<file path="src/sv/sskt_pkg.sv">
`default_nettype none
package sskt_pkg;

   localparam int SLOTS      = 4;
   localparam int CHILD_BITS = 32;
   localparam int IDX_BITS   = (SLOTS > 1) ? $clog2(SLOTS) : 1;
   localparam int COUNT_BITS = $clog2(SLOTS + 1);

   localparam logic [2:0] CMD_FIND   = 3'd0;
   localparam logic [2:0] CMD_INSERT = 3'd1;
   localparam logic [2:0] CMD_DELETE = 3'd2;
   localparam logic [2:0] CMD_NEXT   = 3'd3;
   localparam logic [2:0] CMD_PREV   = 3'd4;

   localparam logic [1:0] ST_OK   = 2'd0;
   localparam logic [1:0] ST_MISS = 2'd1;
   localparam logic [1:0] ST_FULL = 2'd2;

   typedef logic [7:0]            key_type;
   typedef logic [CHILD_BITS-1:0] child_type;
   typedef logic [COUNT_BITS-1:0] count_type;

   // Commands from the controller to the datapath.
   typedef struct packed {
      logic capture;
      logic execute;
   } ctrl_type;

endpackage
`default_nettype wire

</file>
<file path="src/sv/sskt_ctrl.sv">
`default_nettype none
module sskt_ctrl (
   input  wire logic              clock,
   input  wire logic              reset,
   input  wire logic              req_valid,
   output logic                   req_stall,
   output logic                   rsp_valid,
   input  wire logic              rsp_stall,
   output sskt_pkg::ctrl_type     ctrl
);
   import sskt_pkg::*;

   localparam logic S_IDLE = 1'b0;
   localparam logic S_EXEC = 1'b1;

   logic state_ff, state_in;
   logic rsp_valid_ff, rsp_valid_in;

   always_comb begin
      ctrl.capture = (state_ff == S_IDLE) && req_valid;
      // The result register must be free, or be emptied this cycle, before a
      // command may overwrite it.
      ctrl.execute = (state_ff == S_EXEC) && (!rsp_valid_ff || !rsp_stall);
      rsp_valid_in = ctrl.execute || (rsp_valid_ff && rsp_stall);
      state_in     = state_ff;
      unique case (state_ff)
         S_IDLE: begin
            if (ctrl.capture) state_in = S_EXEC;
         end
         S_EXEC: begin
            if (ctrl.execute) state_in = S_IDLE;
         end
         default: state_in = S_IDLE;
      endcase
   end

   always_ff @(posedge clock) begin
      if (reset) begin
         state_ff     <= S_IDLE;
         rsp_valid_ff <= 1'b0;
      end else begin
         state_ff     <= state_in;
         rsp_valid_ff <= rsp_valid_in;
      end
   end

   assign req_stall = (state_ff == S_EXEC);
   assign rsp_valid = rsp_valid_ff;

endmodule
`default_nettype wire

</file>
<file path="src/sv/sskt_datapath.sv">
`default_nettype none
module sskt_datapath (
   input  wire logic                  clock,
   input  wire logic                  reset,
   input  wire sskt_pkg::ctrl_type    ctrl,
   input  wire logic [2:0]            req_command,
   input  wire logic [7:0]            req_key,
   input  wire logic [31:0]           req_child_value,
   output logic [1:0]                 rsp_status,
   output logic [31:0]                rsp_child_out,
   output logic [7:0]                 rsp_key_out,
   output sskt_pkg::count_type        rsp_entry_count,
   output logic                       rsp_is_full
);
   import sskt_pkg::*;

   logic [2:0] cmd_ff;
   key_type    key_ff;
   child_type  val_ff;

   key_type   keys_ff [SLOTS];
   key_type   keys_in [SLOTS];
   child_type kids_ff [SLOTS];
   child_type kids_in [SLOTS];
   count_type count_ff, count_in;

   logic [1:0] status_ff, status_in;
   logic [31:0] child_out_ff, child_out_in;
   key_type    key_out_ff, key_out_in;
   count_type  entry_ff;
   logic       full_ff;

   logic [63:0] wide_val;
   key_type     up_keys [SLOTS];
   child_type   up_kids [SLOTS];
   key_type     dn_keys [SLOTS];
   child_type   dn_kids [SLOTS];
   logic [SLOTS-1:0] live, eq, le, ge;

   always_comb begin
      logic [IDX_BITS-1:0] first_eq, first_ge, last_le;
      logic       any_eq, any_ge, any_le, table_full;
      count_type  pos;
      first_eq = '0;
      first_ge = '0;
      last_le  = '0;
      pos      = '0;
      for (int i = 0; i < SLOTS; i++) begin
         live[i] = (COUNT_BITS'(i) < count_ff);
         eq[i]   = live[i] && (keys_ff[i] == key_ff);
         le[i]   = live[i] && (keys_ff[i] <= key_ff);
         ge[i]   = live[i] && (keys_ff[i] >= key_ff);
         pos     = pos + COUNT_BITS'(le[i]);
         if (le[i]) last_le = IDX_BITS'(i);
      end
      for (int i = SLOTS - 1; i >= 0; i--) begin
         if (eq[i]) first_eq = IDX_BITS'(i);
         if (ge[i]) first_ge = IDX_BITS'(i);
      end
      any_eq     = |eq;
      any_ge     = |ge;
      any_le     = |le;
      table_full = (count_ff >= COUNT_BITS'(SLOTS));

      // Neighbor views of the slots: one slot up for insert, one down for delete.
      up_keys[0] = '0;
      up_kids[0] = '0;
      for (int i = 1; i < SLOTS; i++) begin
         up_keys[i] = keys_ff[i-1];
         up_kids[i] = kids_ff[i-1];
      end
      for (int i = 0; i < SLOTS - 1; i++) begin
         dn_keys[i] = keys_ff[i+1];
         dn_kids[i] = kids_ff[i+1];
      end
      dn_keys[SLOTS-1] = '0;
      dn_kids[SLOTS-1] = '0;

      wide_val     = 64'(val_ff);
      keys_in      = keys_ff;
      kids_in      = kids_ff;
      count_in     = count_ff;
      status_in    = ST_MISS;
      child_out_in = '0;
      key_out_in   = '0;

      unique case (cmd_ff)
         CMD_FIND: begin
            if (any_eq) begin
               status_in    = ST_OK;
               wide_val     = 64'(kids_ff[first_eq]);
               child_out_in = wide_val[31:0];
            end
         end
         CMD_INSERT: begin
            if (table_full) begin
               status_in = ST_FULL;
            end else begin
               status_in = ST_OK;
               count_in  = count_ff + COUNT_BITS'(1);
               for (int i = 0; i < SLOTS; i++) begin
                  if (COUNT_BITS'(i) == pos) begin
                     keys_in[i] = key_ff;
                     kids_in[i] = val_ff;
                  end else if (COUNT_BITS'(i) > pos && COUNT_BITS'(i) <= count_ff) begin
                     keys_in[i] = up_keys[i];
                     kids_in[i] = up_kids[i];
                  end
               end
            end
         end
         CMD_DELETE: begin
            if (any_eq) begin
               status_in = ST_OK;
               count_in  = count_ff - COUNT_BITS'(1);
               // Slots above the live range hold zero, so pulling down also
               // clears the vacated top slot.
               for (int i = 0; i < SLOTS; i++) begin
                  if (IDX_BITS'(i) >= first_eq && live[i]) begin
                     keys_in[i] = dn_keys[i];
                     kids_in[i] = dn_kids[i];
                  end
               end
            end
         end
         CMD_NEXT: begin
            if (any_ge) begin
               status_in  = ST_OK;
               key_out_in = keys_ff[first_ge];
            end
         end
         CMD_PREV: begin
            if (any_le) begin
               status_in  = ST_OK;
               key_out_in = keys_ff[last_le];
            end
         end
         default: status_in = ST_MISS;
      endcase
   end

   always_ff @(posedge clock) begin
      if (ctrl.capture) begin
         cmd_ff <= req_command;
         key_ff <= req_key;
         val_ff <= CHILD_BITS'(64'(req_child_value));
      end
      if (ctrl.execute) begin
         status_ff    <= status_in;
         child_out_ff <= child_out_in;
         key_out_ff   <= key_out_in;
         entry_ff     <= count_in;
         full_ff      <= (count_in >= COUNT_BITS'(SLOTS));
      end
   end

   always_ff @(posedge clock) begin
      if (reset) begin
         count_ff <= '0;
         for (int i = 0; i < SLOTS; i++) begin
            keys_ff[i] <= '0;
            kids_ff[i] <= '0;
         end
      end else if (ctrl.execute) begin
         count_ff <= count_in;
         keys_ff  <= keys_in;
         kids_ff  <= kids_in;
      end
   end

   assign rsp_status      = status_ff;
   assign rsp_child_out   = child_out_ff;
   assign rsp_key_out     = key_out_ff;
   assign rsp_entry_count = entry_ff;
   assign rsp_is_full     = full_ff;

endmodule
`default_nettype wire

</file>
<file path="src/sv/sorted_small_key_table.sv">
// Sorted table of up to four byte keys, each with a child handle, kept in
// ascending unsigned order. Commands are find, insert (after equal keys),
// delete (first equal key), next key at or above and previous key at or
// below; every command yields exactly one result transaction carrying the
// status, the found handle or neighbor key, and the entry count afterwards.
// A command is captured first; then the compare and shift logic over the slot
// registers runs and loads the result register.
// The result register lets the next command be captured while a result still
// waits; a command then holds in execution until that result is taken.
`default_nettype none
module sorted_small_key_table (
   input  wire logic                  clock,
   input  wire logic                  reset,
   input  wire logic                  req_valid,
   output logic                       req_stall,
   input  wire logic [2:0]            req_command,
   input  wire logic [7:0]            req_key,
   input  wire logic [31:0]           req_child_value,
   output logic                       rsp_valid,
   input  wire logic                  rsp_stall,
   output logic [1:0]                 rsp_status,
   output logic [31:0]                rsp_child_out,
   output logic [7:0]                 rsp_key_out,
   output sskt_pkg::count_type        rsp_entry_count,
   output logic                       rsp_is_full
);
   import sskt_pkg::*;

   ctrl_type ctrl;

   sskt_ctrl u_ctrl (
      .clock     (clock),
      .reset     (reset),
      .req_valid (req_valid),
      .req_stall (req_stall),
      .rsp_valid (rsp_valid),
      .rsp_stall (rsp_stall),
      .ctrl      (ctrl)
   );

   sskt_datapath u_datapath (
      .clock           (clock),
      .reset           (reset),
      .ctrl            (ctrl),
      .req_command     (req_command),
      .req_key         (req_key),
      .req_child_value (req_child_value),
      .rsp_status      (rsp_status),
      .rsp_child_out   (rsp_child_out),
      .rsp_key_out     (rsp_key_out),
      .rsp_entry_count (rsp_entry_count),
      .rsp_is_full     (rsp_is_full)
   );

   a_one_at_a_time: assert property (@(posedge clock) disable iff (reset)
      (req_valid && !req_stall) |=> req_stall)
      else $error("command accepted while another was in flight");

   a_count_range: assert property (@(posedge clock) disable iff (reset)
      rsp_valid |-> (rsp_entry_count <= COUNT_BITS'(SLOTS)))
      else $error("entry count above slot count");

   a_full_flag: assert property (@(posedge clock) disable iff (reset)
      rsp_valid |-> (rsp_is_full == (rsp_entry_count == COUNT_BITS'(SLOTS))))
      else $error("full flag disagrees with entry count");

   a_full_status: assert property (@(posedge clock) disable iff (reset)
      (rsp_valid && (rsp_status == ST_FULL)) |-> rsp_is_full)
      else $error("full status reported on a table with free slots");

endmodule
`default_nettype wire

</file>
<file path="config.mk">
export PLATFORM = sky130hd
export DESIGN_NAME = sorted_small_key_table
export DESIGN_NICKNAME = d
export VERILOG_FILES = /design/src/sv/sskt_pkg.sv /design/src/sv/sskt_ctrl.sv /design/src/sv/sskt_datapath.sv /design/src/sv/sorted_small_key_table.sv
export SDC_FILE = /design/constraint.sdc
export NUM_CORES = 1
export LEC_CHECK = 0
export BUFFER_PORTS_ARGS = -buffer_cell sky130_fd_sc_hd__buf_2
export CORE_MARGIN = 3
export CORE_UTILIZATION = 45
export DETAILED_ROUTE_END_ITERATION = 16
export GPL_ROUTABILITY_DRIVEN = 1
export GPL_TIMING_DRIVEN = 0
export PLACE_DENSITY_LB_ADDON = 0.12
export SYNTH_ARGS = -nofsm -noshare
export SYNTH_HDL_FRONTEND = slang
export SYNTH_SLANG_ARGS = --single-unit
</file>
<file path="constraint.sdc">
create_clock -name clock -period 9.85 [get_ports clock]
set_input_delay 1.97 -clock clock [delete_from_list [all_inputs] [get_ports clock]]
set_output_delay 1.97 -clock clock [all_outputs]
set_load 0.05 [all_outputs]
</file>
# Yosys cells after proc, flatten, opt, wreduce, memory -nomap -nowiden
# Cells that the tools add are included.
totals:
  register_bits: 254
  in_bits: 47
  output_inout_bits: 48
  elab_cells: 181
classes:
  add_sub_neg: 5
  n_lt_le_gt_ge: 29
  eq_ne: 21
  mux: 64
  bitwise_logic: 4
  reduce_logical: 39
op_table:
  columns: ["op", "count"]
  rows:
  - ["$mux W32", 16]
  - ["$mux W128", 2]
  - ["$pmux W128 S2", 1]
  - ["$mux W8", 18]
  - ["$bmux W32 S2", 1]
  - ["$pmux W32 S2", 1]
  - ["$bmux W8 S2", 2]
  - ["$eq A8 B8 Y1", 4]
  - ["$ge A8 B8 Y1", 4]
  - ["$le A8 B8 Y1", 4]
  - ["$reduce_and A6 Y1", 4]
  - ["$logic_and A1 B1 Y1", 23]
  - ["$mux W2", 11]
  - ["$pmux W8 S2", 1]
  - ["$ge A3 B3 Y1 const B", 5]
  - ["$ne A3 B1 Y1 const B", 4]
  - ["$reduce_or A4 Y1", 3]
  - ["$ne A2 B1 Y1 const B", 5]
  - ["$not A2 Y3", 3]
  - ["$pmux W2 S4", 1]
  - ["$add A3 B1 Y3", 2]
  - ["$eq A2 B3 Y1 const A", 2]
  - ["$eq A3 B2 Y1 const B", 2]
  - ["$gt A1 B3 Y1 const A", 2]
  - ["other kinds (25)", 41]

# Logic depth before layout (Yosys ltp)
logic_depth:
  depth_word: 12
  mapped_depth: 22
  ltp_nobuf: 17

# By module
# From an unflattened synthesis, not the netlist that was laid out.
hier_totals:
  cells_unflattened: 1494
  area_unflattened_um2: 13903.3
by_module_without_submodules:
  columns: ["module", "n_inst", "cells_each", "area_per_inst_um2", "seq_area_each_um2"]
  rows:
  - ["sskt_datapath", 1, 1485, 13810.7, 5905.7]
  - ["sskt_ctrl", 1, 9, 92.6, 40.0]

# Least setup slack after synthesis
# OpenSTA, ideal clock, no wires.
synth_path:
  kind: "input to register"
  start: "input rsp_stall"
  end: "register u_datapath.kids_ff, in the netlist u_datapath.dn_kids[32]"
  setup_ps: 71
  t_arrival_ps: 5682
  t_required_ps: 9779
  setup_slack_ps: 4098
  stages: 6
  path_buffers: 1
  cell_sequence: "a21boi_1 -> nor2b_4 -> o211ai_2 -> buf_2 -> or3_1 -> a21oi_1"
synth_via:
  elab_chain_len: 4
synth_lines:
  columns: ["element", "line_no", "rtl"]
  rows:
  - ["from (decl)", "sorted_small_key_table.sv:20", "input wire logic rsp_stall,"]
  - ["$logic_not A1 Y1", "sskt_ctrl.sv:23", "ctrl.execute = (state_ff == S_EXEC) && (!rsp_valid_ff || !rsp_stall);"]
  - ["$logic_or A1 B1 Y1", "sskt_ctrl.sv:23", null]
  - ["$logic_and A1 B1 Y1", "sskt_ctrl.sv:23", null]
  - ["$reduce_and A6 Y1 (no source line)", null, null]
  - ["to (signal assigned)", "sskt_datapath.sv:167", "kids_ff <= kids_in;"]
  - ["to (decl)", "sskt_datapath.sv:23", "child_type kids_ff [SLOTS];"]
# Every way passes these cells.
# A chain may end at the register's enable or synchronous reset.

# Worst setup path after layout
layout_path:
  start: "register u_datapath.key_ff[1]"
  end: "register u_datapath.kids_ff[114] (netlist bit)"
layout_via:
  elab_chain_len: 10
  word_cells_on_any_way: 36
  cone_classes: "add/sub (3); order compare (6); eq/ne (7); mux (7); reduce/logical (13)"
layout_lines:
  columns: ["element", "line_no", "rtl"]
  rows:
  - ["from (decl)", "sskt_datapath.sv:18", "key_type key_ff;"]
  - ["from (signal assigned)", "sskt_datapath.sv:145", "key_ff <= req_key;"]
  - ["branches (longest 10 deep; another with $le A8 B8 Y1)", null, null]
# Several ways; the timed one is not identified. The select of a mux whose other input is x is not followed.

==> summary.md <==
| Metric | Value |
|---|---|
| Hold Vio Cnt, Final | `0` |
| Antenna diode count | `0` |
| Sequential share of the synthesized area | `a little over two fifths` |
| Vias per inst | `6.10` |
| RSZ-0062 raised after global routing | `no` |
| Largest net degree at the start of global routing | `28` |
| Fmax | `0.168 GHz` |
| Drt first pass iters | `6` |
| # clock sinks | `253` |
| TNS Setup | `0 ns` |
| Post-synth EDFFs | `88` |
| Power Total | `2.46 mW` |
| Pwr dens | `154 mW/mm2` |
| Rel. slew slack | `9.28%` |
| Synth unique cells | `66` |
| Hold-fix buffers at CTS | `0` |
| Post-DRT Antenna Nets | `0` |
| Htree depth | `1` |
| Worst setup EP type | `flip-flop` |
| CP top delay family | `buffers and inverters` |
| Crit path DAT | `~6.4 ns` |
| Post-synth ARST share | `0%` |
| Placed cells | `1987` |
| DR WL/cell | `between 20 and 25 um` |
| Drt total wl | `46200 um` |
| Worst-path clk slew | `about 0.06 ns` |
| Most frequent cells in the layout | `172 x nand2_1, 169 x mux2i_1, 165 x dfxtp_1` |
| Num CTS Buffers | `29` |
| Class of the most critical hold timing path | `flip-flop to flip-flop` |
| GPL Wtd Cong | `0.905` |
| Die height | `182 um` |
| Vias in the first global route | `between 10000 and 15000` |
| Crit-path max cell delay | `between 1 and 1.5 ns` |
| Critical path buffer and inverter count | `5` |
| Worst EP required | `10.32 ns` |
| Main synth FF type | `dfxtp_1` |
| Clk buf depth | `3` |
| Tcrit/Tclk final | `60.3%` |
| CP dominant cell by count | `clkbuf_1` |
| Max Slew Vio Count | `0` |
| Syn nets | `1590` |
| Fin nets | `about 1700` |
| VDD IR max | `roughly 0.14 mV` |
| Outcome | `completed` |
| Total track usage | `27.3%` |
| Syn. warnings | `0` |
| Post-Syn Area | `between 0.01 and 0.015 mm2` |
| Setup Crit Path Kind | `flip-flop to flip-flop` |
| Share of post-route cells with drive strength above 1 | `13.1%` |
| Clk_lat worst skew | `approximately 0.57 ns` |
| Final core utilization | `53.1%` |
| Startpoint types | `flip-flop` |
| Crit path cell chain | `inv_1 > ha_1 > a21oi_1 > o21ai_0 > a211oi_1 > or2_2 > clkbuf_1 > clkbuf_1 > fa_1 > clkbuf_1 > nor4_1 > clkbuf_1 > a22oi_1 > a211oi_1` |
| Ports | `95` |
| Row cnt | `between 60 and 70` |
| Mapped Cells | `1501` |
| Max FO, Critical Path | `10` |
| Initial antenna violation count | `0` |
| Avg Cell Area, Syn | `9.26 um2` |
| # Post-CTS Setup Buffers | `0` |
| Dpl hpwl | `31200 um` |
| DRC viols | `0` |
| Core ar. | `0.0300 mm2` |
| Commonest non-fill, non-tap cell in the layout | `nand2_1` |
| Full die area | `0.0330 mm2` |
| Port Buf Inserts | `93` |
| Gr ovfl total | `0` |
| Flops & latches, synth | `253` |
| Max Cap Viol | `0` |
| Vias | `around 12000` |
| Clock root cell | `clkbuf_16` |
| Initial DRC Count | `1330` |
| Worst-margin pin slew | `1.35 ns` |
| CTS resizes | `0` |
| Fin crit period | `5.94 ns` |
| Initial core utilization | `46.3%` |
| First-pass GRT wire length | `71700 um` |
| Die X | `182 um` |
| # setup viols final | `0` |
| CP max-delay cell | `nor4_1` |
| Post-Layout Cell Count | `2041` |
| Layout area overhead | `14.6%` |
| Leakage | `5.72 nW` |
| TritonCTS clock tree | `done` |
| Clk_skew | `0.0117 ns` |
[worst reg2reg max path: stages (launching register included)]
cell and delay (ns):
edfxtp_1 0.46, inv_1 0.24, ha_1 0.29, a21oi_1 0.12, o21ai_0 0.23, a211oi_1 0.34
or2_2 0.15, clkbuf_1 0.34, clkbuf_1 0.46, fa_1 0.55, clkbuf_1 0.37, nor4_1 1.20
clkbuf_1 0.63, a22oi_1 0.17, a211oi_1 0.27
[power by group]
part           switching [mW]  total (mW)  leakage (nW)  internal (mW)
logic                   0.156       0.214          3.06         0.0574
registers              0.0232        1.13          2.17           1.11
clock network           0.448        1.11         0.493          0.661
total                   0.628        2.46          5.72           1.83
[flip-flops by register name, indices dropped and copies added, names as in the netlist]
register,count
u_datapath.keys_ff,8
u_datapath.dn_kids,96
u_datapath.val_ff,32
u_datapath.cmd_ff,3
u_datapath.rsp_child_out,32
u_ctrl.rsp_valid,1
u_datapath.rsp_is_full,1
u_datapath.rsp_status,2
u_datapath.rsp_entry_count,2
u_datapath.kids_ff,32
u_datapath.count_ff,3
u_datapath.key_ff,8
u_datapath.dn_keys,24
u_datapath.rsp_key_out,8
u_ctrl.req_stall,1
[worst paths after layout]
check | end | from | slack [ns] | cells past startpoint
worst max-delay path | u_datapath.kids_ff[114]$_SDFFE_PP0P_ | u_datapath.key_ff[1]$_DFFE_PP_ | 3.91 | 14
worst min-delay path | u_datapath.dn_kids[43]$_SDFFE_PP0P_ | u_datapath.dn_kids[43]$_SDFFE_PP0P_ | 0.47 | 2
worst max register to register | u_datapath.kids_ff[114]$_SDFFE_PP0P_ | u_datapath.key_ff[1]$_DFFE_PP_ | 3.91 | 14
worst min register to register | u_datapath.dn_kids[43]$_SDFFE_PP0P_ | u_datapath.dn_kids[43]$_SDFFE_PP0P_ | 0.47 | 2
[metal layers]
layer / up-vias / wire length (um) / global-route usage [%]
met5: - / 0 / 0
li1: 5792 / - / -
met1: 5961 / 20300 / 38.4
met2: 596 / 20600 / 42.5
met4: 0 / 1670 / 10.5
met3: 110 / 3640 / 4.11
[area by class of cell]
type	instances	area [um2]
Buffer	132	604
Clock buffer	38	811
Clock inverter	16	178
Fill cell	2710	14100
Inverter	20	75.1
Multi-Input combinational cell	1096	7300
Sequential cell	253	5950
Tap cell	390	488
Timing Repair Buffer	96	533
[cell families (layout without fill, tap and decap cells)]
group           count (synthesis)  count (layout)  share of synthesized area [%]
simple gates                  460             460                           15.6
compound gates                422             422                           20.5
flops                         253             253                           42.8
mux                           170             170                           12.2
buf+inv                       152             302                           4.89
fa+ha+maj                      42              42                           3.83
xor+xnor                        2               2                          0.126
[Yosys cell counts, drive strengths merged, types with 2 or more instances]
cell type / number / area share (%)
xnor2: 2 / 0.13
nor3b: 3 / 0.20
o31ai: 3 / 0.16
a221oi: 2 / 0.30
inv: 20 / 0.54
and2: 7 / 0.31
clkbuf: 82 / 2.2
nand4: 6 / 0.27
o211ai: 52 / 2.9
nor2b: 39 / 1.8
buf: 50 / 2.1
a21o: 2 / 0.11
a22oi: 40 / 2.2
o22a: 7 / 0.44
a211oi: 118 / 6.7
a221o: 2 / 0.14
a21oi: 122 / 4.5
dfxtp: 165 / 24
o22ai: 2 / 0.090
or3: 43 / 2.0
o21ai: 57 / 2.1
ha: 41 / 3.7
nand2: 173 / 4.7
edfxtp: 88 / 19
o21a: 5 / 0.27
nand3b: 3 / 0.16
nor3: 6 / 0.32
mux2i: 169 / 12
a211o: 2 / 0.13
nor2: 100 / 2.7
and4: 2 / 0.13
nand2b: 2 / 0.14
nand3: 69 / 2.5
[through the flow]
stage	hold WS, ns	setup slack, ns	cell area, um2
finish	0.469	3.91	15900
global route	0.491	3.64	15900
CTS	0.470	4.20	15900
detailed placement	0.462	4.26	14900
global placement	0.457	1.75	14900
floorplan	0.446	4.10	13900
(Power assumes the default switching activity.)
